[src/sv/stc_ram.sv]
// Generic single-write, single-read synchronous RAM with registered read data.
module stc_ram #(
    parameter int WIDTH = 8,
    parameter int DEPTH = 32
) (
    input  logic                             i_clk,
    input  logic                             i_we,
    input  logic [$clog2(DEPTH > 1 ? DEPTH : 2)-1:0] i_waddr,
    input  logic [WIDTH-1:0]                 i_wdata,
    input  logic [$clog2(DEPTH > 1 ? DEPTH : 2)-1:0] i_raddr,
    output logic [WIDTH-1:0]                 o_rdata
);

    logic [WIDTH-1:0] r_mem [DEPTH];

    always_ff @(posedge i_clk) begin
        if (i_we) begin
            r_mem[i_waddr] <= i_wdata;
        end
        o_rdata <= r_mem[i_raddr];
    end

endmodule

[config.mk]
export PLATFORM = sky130hd
export DESIGN_NAME = stc_ram
export DESIGN_NICKNAME = d
export VERILOG_FILES = /design/src/sv/stc_ram.sv
export SDC_FILE = /design/constraint.sdc
export NUM_CORES = 1
export LEC_CHECK = 0
export BUFFER_PORTS_ARGS = -buffer_cell sky130_fd_sc_hd__buf_4
export CORE_MARGIN = 2
export CORE_UTILIZATION = 50
export DETAILED_ROUTE_END_ITERATION = 12
export PLACE_DENSITY = 0.66
export REMOVE_ABC_BUFFERS = 1
export SKIP_LAST_GASP = 1
export SYNTH_ARGS = -nofsm -noshare
export SYNTH_HDL_FRONTEND = slang
export SYNTH_SLANG_ARGS = --single-unit
[constraint.sdc]
create_clock -name i_clk -period 2.71 [get_ports i_clk]
set_input_delay 0.271 -clock i_clk [delete_from_list [all_inputs] [get_ports i_clk]]
set_output_delay 0.271 -clock i_clk [all_outputs]
set_load 0.02 [all_outputs]
==> qor.yml <==
path_cells: "mux4_2 -> mux4_2 -> mux2_2"
ctsHoldBuffers: 0
max_freq_ghz: 0.546
coreArea_mm2: 0.0196
clock-sinks: 264
finalClockSkew_ps: 12.7
yosysWarnings: 0
antenna_found_initial: 0
crit_type: "reg2reg"
final_cell_area_mm2: 0.0116
port_buffers: 27
avgSynthCellArea_um2: 24.1
synth_seq_cells: 264
reg2regPathDepth: 3
final-setup-viol-count: 0
worstPathRequired_ps: 3110
clk_path_buf_depth: 3
cts-resized-gates: 0
ys_top_cells_by_area: "edfxtp_1 76%, mux4_2 18%, dfxtp_1 1.6%"
cts-buffers-inserted: 27
drt-total-wl_mm: 19.6
cts_tree: "done"
nFillCells: 1391
timing.rr.end: "o_rdata[7]$_DFF_P_"
worstMarginPinSlew_ps: 809
power-per-cell-area_mw_per_mm2: 730
num_rows: 51
synth_seq_area_share_pct: 78.1
grt_pass1_vias: 4639
fp.dieArea_mm2: 0.0213
drt_iter0_markers: 488
synthCells: 417
vias: 4476
antenna_cells: 0
drc: 0
antenna_left: 0
critical-path-slowest-cell: "mux4_2"
maxCapViolations: 0
r2r_setup_slack_ps: 880
endpoint_kind: "flop"
dr.pass1.iters: 4
place_congestion: 0.728
final_hold_viol_count: 0
final_nets: 507
cp.arrival_ps: 2240
slew_headroom_pct: 45.8
hold_depth: 2
grt.total_usage_pct: 19.0
cts.clk_slew.worst_paths_ps: 60
rsz0062_at_grt: "no"
status: "complete, no violations"
grt-ovfl-total: 0
die_h_um: 146
via_per_inst: 5.80
rr_startpoint: "r_mem[29][7]$_DFFE_PP_"
netlist_area_mm2: 0.0101
hold_path_class: "in2reg"
grt_pass1_wl_mm: 30.0
path_common_cell: "mux4_2"
irDropWorstVdd_v: 0.000542
post-route-period-util_pct: 67.5
worstHoldStart: "i_raddr[3]"
grt_max_degree: 33
postCtsSetupBuffers: 0
drive_above_1_share_pct: 37.5
insertion_delay_ps: 520
tns_ps: 0
cp-start-kind: "flop"
yosysTopAreaCell: "edfxtp_1"
die_w_um: 146
cp_max_fo: 1
area_growth_pct: 15.6
cts_max_level: 1
io_pins: 28
clockRootBuffer: "clkbuf_16"
period_needed_ps: 1830
drv_slew: 0
hold_path_end: "o_rdata[1]$_DFF_P_"
post_dp_cell_area_mm2: 0.0108
power.leakage_nw: 3.69
drt-wirelength-per-cell_um: 25.4
synth_cell_types: 15
hpwlAfterDp_mm: 12.4
initial_utilization_pct: 51.3
critPathMaxStageDelay_ps: 540
synth_top_area_share_pct: 76.5
## cells in the mapped netlist
| cell | number |
|---|---|
| buf_4 | 6 |
| nand2_1 | 1 |
| or3_1 | 1 |
| nor2_1 | 33 |
| mux2_2 | 8 |
| mux4_2 | 80 |
| edfxtp_1 | 256 |
| buf_1 | 6 |
| nand3b_1 | 5 |
| clkbuf_1 | 6 |
| or3b_2 | 3 |
| dfxtp_1 | 8 |
| nand3_1 | 2 |
| buf_2 | 1 |
| buf_6 | 1 |
## state kept, by name (all words and copies together), names as in the netlist
register	count
o_rdata	8
r_mem	256
## critical path, delay by kind of cell, from the launching register on
family  cells  cell delay, ps
flops       1             350
mux         3            1370
## cell families (layout without fill, tap and decap cells)
family	count (synthesis)	in the layout	share of synthesized area [%]
flip-flops	264	264	78.1
buffers and inverters	20	110	1.06
multiplexers	88	88	18.8
AND/OR/NAND/NOR	45	45	2.07
## per-layer routing
layer	track usage, %	wire length [µm]	up-vias
li1	-	-	1921
met2	28.5	9100	179
met5	0	0	-
met4	4.80	318	0
met1	30.0	8840	2356
met3	2.88	1370	20
## layout by cell type, fill, tap and decap left out
master,synthesis,layout
buf_12,0,4
buf_4,6,57
bufinv_16,0,2
clkbuf_1,6,5
clkbuf_16,0,27
clkinv_1,0,6
clkinv_2,0,5
clkinvlp_4,0,4
dfxtp_1,8,8
edfxtp_1,256,256
mux2_2,8,8
mux4_2,80,80
nand2_1,1,1
nand3_1,2,2
nand3b_1,5,5
nor2_1,33,33
or3_1,1,1
or3b_2,3,3
## per-stage QoR
step           power [mW]  setup WS, ps  hold WS [ps]  util (%)  cells
6_report             8.48           880          97.0      59.3    772
3_5_place_dp         5.12           441           628      55.1    723
3_3_place_gp         5.11           439           632      55.1    723
5_1_grt              8.75           864          93.6      59.3    772
4_1_cts              8.55           887          78.7      59.3    772
2_1_floorplan        4.85          1100           370         -    397
## power breakdown
group	total (mW)	internal, mW	switching (mW)
logic	0.465	0.210	0.254
registers	4.56	4.54	0.0195
clock network	3.45	2.01	1.44
## area by class of cell
| class | instances | area (µm²) | share of cell area [%] |
|---|---|---|---|
| sequential | 264 | 7850 | 67.5 |
| clock buffer | 32 | 694 | 5.98 |
| timing repair buffer | 61 | 508 | 4.37 |
| multi-input combinational | 133 | 2100 | 18.1 |
| clock inverter | 17 | 138 | 1.18 |
| tap | 265 | 332 | 2.85 |
## worst max-delay path by stage
stage,from,end,slack (ps),cells after the start
after floorplan,r_mem[31][0]$_DFFE_PP_,o_rdata[0]$_DFF_P_,1100,3
after global placement,i_raddr[0],o_rdata[0]$_DFF_P_,440,5
after detailed placement,i_raddr[0],o_rdata[5]$_DFF_P_,440,5
after CTS,r_mem[29][7]$_DFFE_PP_,o_rdata[7]$_DFF_P_,890,3
after global routing,r_mem[29][7]$_DFFE_PP_,o_rdata[7]$_DFF_P_,860,3
final,r_mem[29][7]$_DFFE_PP_,o_rdata[7]$_DFF_P_,880,3
Note: power is estimated with default switching activity, not from simulation.
