--- src/sv/stc_pkg.sv ---
// Shared types, sizes and codes of the two-curve strip triangulation block.
package stc_pkg;

    localparam int MAX_POINTS = 32;
    localparam int COORD_BITS = 16;
    localparam int ID_BITS    = 12;

    localparam int ADDR_BITS  = (MAX_POINTS > 1) ? $clog2(MAX_POINTS) : 1;
    localparam int CNT_BITS   = $clog2(MAX_POINTS + 1);
    localparam int PT_BITS    = ID_BITS + 2 * COORD_BITS;
    localparam int DIFF_BITS  = COORD_BITS + 1;
    localparam int PROD_BITS  = 2 * DIFF_BITS;
    localparam int VAL_BITS   = PROD_BITS + 1;

    localparam logic [1:0] FUNC_LOAD_A = 2'd0;
    localparam logic [1:0] FUNC_LOAD_B = 2'd1;
    localparam logic [1:0] FUNC_START  = 2'd2;
    localparam logic [1:0] FUNC_UNUSED = 2'd3;

    typedef struct packed {
        logic [ID_BITS-1:0]    id;
        logic [COORD_BITS-1:0] x;
        logic [COORD_BITS-1:0] y;
    } t_point;

    // One request to the shared arithmetic unit: twice the signed area of
    // (p, q, r), or the squared distance from p to q when is_dist is set.
    typedef struct packed {
        t_point p;
        t_point q;
        t_point r;
        logic   is_dist;
    } t_calc_req;

endpackage

--- src/sv/stc_calc.sv ---
// Shared arithmetic unit: registered products, then area or squared distance.
module stc_calc
    import stc_pkg::*;
(
    input  logic                       i_clk,
    input  t_calc_req                  i_req,
    output logic signed [VAL_BITS-1:0] o_value
);

    logic signed [COORD_BITS-1:0] w_px, w_py, w_qx, w_qy, w_rx, w_ry;
    logic signed [DIFF_BITS-1:0]  w_a, w_b, w_c, w_d;
    logic signed [PROD_BITS-1:0]  r_m1, r_m2;
    logic                         r_dist;

    assign w_px = $signed(i_req.p.x);
    assign w_py = $signed(i_req.p.y);
    assign w_qx = $signed(i_req.q.x);
    assign w_qy = $signed(i_req.q.y);
    assign w_rx = $signed(i_req.r.x);
    assign w_ry = $signed(i_req.r.y);

    always_comb begin
        w_a = DIFF_BITS'(w_qx) - DIFF_BITS'(w_px);
        w_c = DIFF_BITS'(w_qy) - DIFF_BITS'(w_py);
        if (i_req.is_dist) begin
            w_b = w_a;
            w_d = w_c;
        end else begin
            w_b = DIFF_BITS'(w_ry) - DIFF_BITS'(w_py);
            w_d = DIFF_BITS'(w_rx) - DIFF_BITS'(w_px);
        end
    end

    always_ff @(posedge i_clk) begin
        r_m1   <= w_a * w_b;
        r_m2   <= w_c * w_d;
        r_dist <= i_req.is_dist;
    end

    assign o_value = r_dist ? (VAL_BITS'(r_m1) + VAL_BITS'(r_m2))
                            : (VAL_BITS'(r_m1) - VAL_BITS'(r_m2));

endmodule

--- config.mk ---
export PLATFORM = sky130hd
export DESIGN_NAME = stc_calc
export DESIGN_NICKNAME = d
export VERILOG_FILES = /design/src/sv/stc_pkg.sv /design/src/sv/stc_calc.sv
export SDC_FILE = /design/constraint.sdc
export NUM_CORES = 2
export LEC_CHECK = 0
export BUFFER_PORTS_ARGS = -buffer_cell sky130_fd_sc_hd__buf_4
export CAP_MARGIN = 0
export CORE_ASPECT_RATIO = 0.7
export CORE_MARGIN = 3
export CORE_UTILIZATION = 25
export CTS_CLUSTER_DIAMETER = 200
export DETAILED_ROUTE_END_ITERATION = 7
export GPL_ROUTABILITY_DRIVEN = 0
export HOLD_SLACK_MARGIN = 0.1
export SLEW_MARGIN = 20
export SYNTH_ARGS = -nofsm -noshare
export SYNTH_HDL_FRONTEND = slang
export SYNTH_SLANG_ARGS = --single-unit
--- constraint.sdc ---
create_clock -name i_clk -period 11.28 [get_ports i_clk]
set_input_delay 2.256 -clock i_clk [delete_from_list [all_inputs] [get_ports i_clk]]
set_output_delay 2.256 -clock i_clk [all_outputs]
set_load 0.01 [all_outputs]
==> impl_metrics.tcl <==
set metrics [dict create \
    avgSynthCellArea_um2 8.67 \
    crit_fanout 5 \
    drtIter0Drc 1835 \
    max_freq_mhz 91.2 \
    cpMaxStageDelayCell "mux2i_1" \
    coreArea_um2 112000 \
    timing.final.hold_violations 0 \
    synthesis.area_um2 28400 \
    maxUsedRoutingLayer "met5" \
    critPathRequiredTime_ps 11540 \
    crit_path_max_incr_delay_ps 570 \
    clock_sinks 69 \
    wl_um 90400 \
    drive_gt1_frac 0.0963 \
    die_area_um2 118000 \
    worst-endpoint-arrival_ps 11230 \
    ys.flop_type "dfxtp_1" \
    path_common_cell "fa_1" \
    grt_start_max_net_pins 36 \
    clk_path_buf_depth 2 \
    hold_buffers 0 \
    cap_violations 0 \
    grt_overflow 0 \
    crit_path_end "r_m1[33]" \
    syn_nets 4276 \
    cts_tree "built" \
    antenna_cells 0 \
    ys_seq_area_frac 0.0486 \
    hold_class "primary input to flop" \
    relSlewSlack 0.211 \
    grt_pass1_vias 22634 \
    boundaryPins 169 \
    grt_usage 0.155 \
    dieHeight_um 288 \
    totalNegativeSetupSlack_ps 0 \
    syn_inst 3276 \
    start_util 0.254 \
    cts_setup_buffers 0 \
    worstMarginPinSlew_ps 1180 \
    synth_edf_count 0 \
    grt_antenna_before_repair 6 \
    yosys_warnings 0 \
    yosys_register_bits 69 \
    hpwl_um 81100 \
    grt_pass1_wl_um 139000 \
    port_buffers 132 \
    fin_crit_ps 10970 \
    drc 0 \
    ys_async_sr_fraction 0 \
    drtPass1Iterations 5 \
    cts_max_level 3 \
    layout.nets 4493 \
    wl_met1_um 43700 \
    fin_crit_sh 0.972 \
    rows 102 \
    cp-end-kind "flop" \
    ctsRootBufferMaster "clkbuf_16" \
    wl_per_cell_um 18.1 \
    ant_nets 0 \
    synthDistinctLibCells 75 \
    viasPerCell 4.61 \
    status "finished, final reports clean" \
    path_class "primary input to flop" \
    start_kind "primary input" \
    syn_to_final_growth_pct 14.4 \
    startpoint "i_req[1]" \
    finalSetupViolCount 0 \
    clkTransAtPathRegs_ps 70 \
    dr_wl_met3_um 13500 \
    die_x_um 409 \
    wl_met2_um 32200 \
    rsz0062_at_grt "no" \
    vias 23058 \
    final-max-slew-violation-count 0 \
    min_from "i_req[89]" \
    cts_buffers 9 \
]
[sequential cells by signal, summed over array words and instances (netlist names)]
name    count
r_m2       34
r_m1       34
r_dist      1
[how the worst min path moves through the flow]
stage | to | slack (ps) | cells past startpoint
after global routing | r_m1[0] | 2420 | 3
after floorplan | r_dist | 2280 | 0
after global placement | r_m1[0] | 2810 | 3
after CTS | r_m1[0] | 2430 | 3
final | r_m1[0] | 2450 | 3
after detailed placement | r_m1[0] | 2810 | 3
[placed cells by master, fill, tap and decap left out, types with 7 or more instances in the layout]
cell type,Yosys,final
ha_1,268,268
xor2_1,76,76
nor3_1,31,31
and3_1,10,10
fa_1,598,598
or2_2,10,10
a31oi_1,14,14
nand2_1,337,337
o31a_1,10,10
mux2_2,17,16
nor2b_1,45,45
o21ai_1,9,9
nand4_1,12,12
dfxtp_1,69,69
o21bai_1,23,23
o21a_1,31,31
a21o_1,58,58
inv_1,706,706
buf_4,1,277
nor2_1,333,333
a21oi_1,129,129
xnor2_1,119,118
and2_1,21,21
a211oi_1,16,16
o21ai_0,85,85
nand2b_1,45,45
o211ai_1,12,12
o31ai_1,8,7
clkbuf_16,0,9
nand3_1,20,20
[repair_timing]
action                                 CTS  global route
setup endpoints to repair                0             1
gates resized for setup                  0             3
endpoints found under the hold margin    0             0
[kinds of logic after synthesis]
family / share of synthesized area
buf+inv: 0.104
fa+ha+maj: 0.540
compound gates: 0.103
simple gates: 0.136
xor+xnor: 0.0607
flops: 0.0486
mux: 0.00850
[layout make-up]
cell class | instances | area [µm²]
Fill cell | 11932 | 79200
Multi-Input combinational cell | 2424 | 24100
Inverter | 706 | 2650
Timing Repair Buffer | 283 | 2200
Tap cell | 1508 | 1890
Sequential cell | 69 | 1380
Clock buffer | 10 | 229
Clock inverter | 6 | 38.8
[metal layers]
| layer | track usage | vias to the layer above |
|---|---|---|
| li1 | - | 10556 |
| met1 | 0.238 | 11468 |
| met2 | 0.193 | 980 |
| met3 | 0.0743 | 50 |
| met4 | 0.0179 | 4 |
| met5 | 0.00534 | - |
[critical path: cells and delay by family]
family	cells	cell delay, ps
buffers and inverters	8	830
AND/OR/NAND/NOR	6	1230
XOR/XNOR	2	400
adder cells (fa/ha/maj)	9	4120
AO/OA/AOI/OAI	9	1770
multiplexers	1	570
[cell usage after synthesis, types with 3 or more instances]
master    count  area share
nor3b_1       3     0.00079
ha_1        268        0.12
xor2_1       76       0.023
a31oi_1      14      0.0031
clkbuf_1     69      0.0091
a221oi_1      3     0.00093
or2_2        10      0.0022
fa_1        598        0.42
o211ai_1     12      0.0032
o31ai_1       8      0.0021
o21bai_1     23      0.0061
buf_1         5     0.00066
a21boi_0      5      0.0013
o311ai_0      4      0.0012
and2_1       21      0.0046
xnor2_1     119       0.037
a211oi_1     16      0.0042
a311oi_1      3     0.00093
and3_1       10      0.0022
or3_1         6      0.0013
nor4_1        5      0.0011
nand2_1     337       0.045
o221ai_1      4      0.0012
nor2_1      333       0.044
o21ai_1       9      0.0016
a41oi_1       3     0.00093
o21a_1       31      0.0082
mux2_2       17      0.0067
o21ai_0      85       0.015
a21o_1       58       0.015
nor2b_1      45      0.0099
and4_1        4      0.0012
a21oi_1     129       0.023
o31a_1       10      0.0031
dfxtp_1      69       0.049
mux2i_1       5      0.0018
nand4_1      12      0.0026
nand2b_1     45      0.0099
nor3_1       31      0.0055
nand3_1      20      0.0035
inv_1       706       0.093
[per-stage QoR]
step                worst slack [ps]  hold WS (ps)  cells   util  instance area, µm²
global placement                 144          2810   4990  0.288               32200
CTS                              418          2430   5006  0.291               32500
finish                           313          2450   5006  0.291               32500
floorplan                       1110          2280   3276      -               28400
detailed placement              41.0          2810   4990  0.288               32200
global route                    4.10          2420   5006  0.291               32500
Power is left out: the tool's default activity adds up to more than one toggle a clock period on the data nets, which glitch-free logic cannot reach.
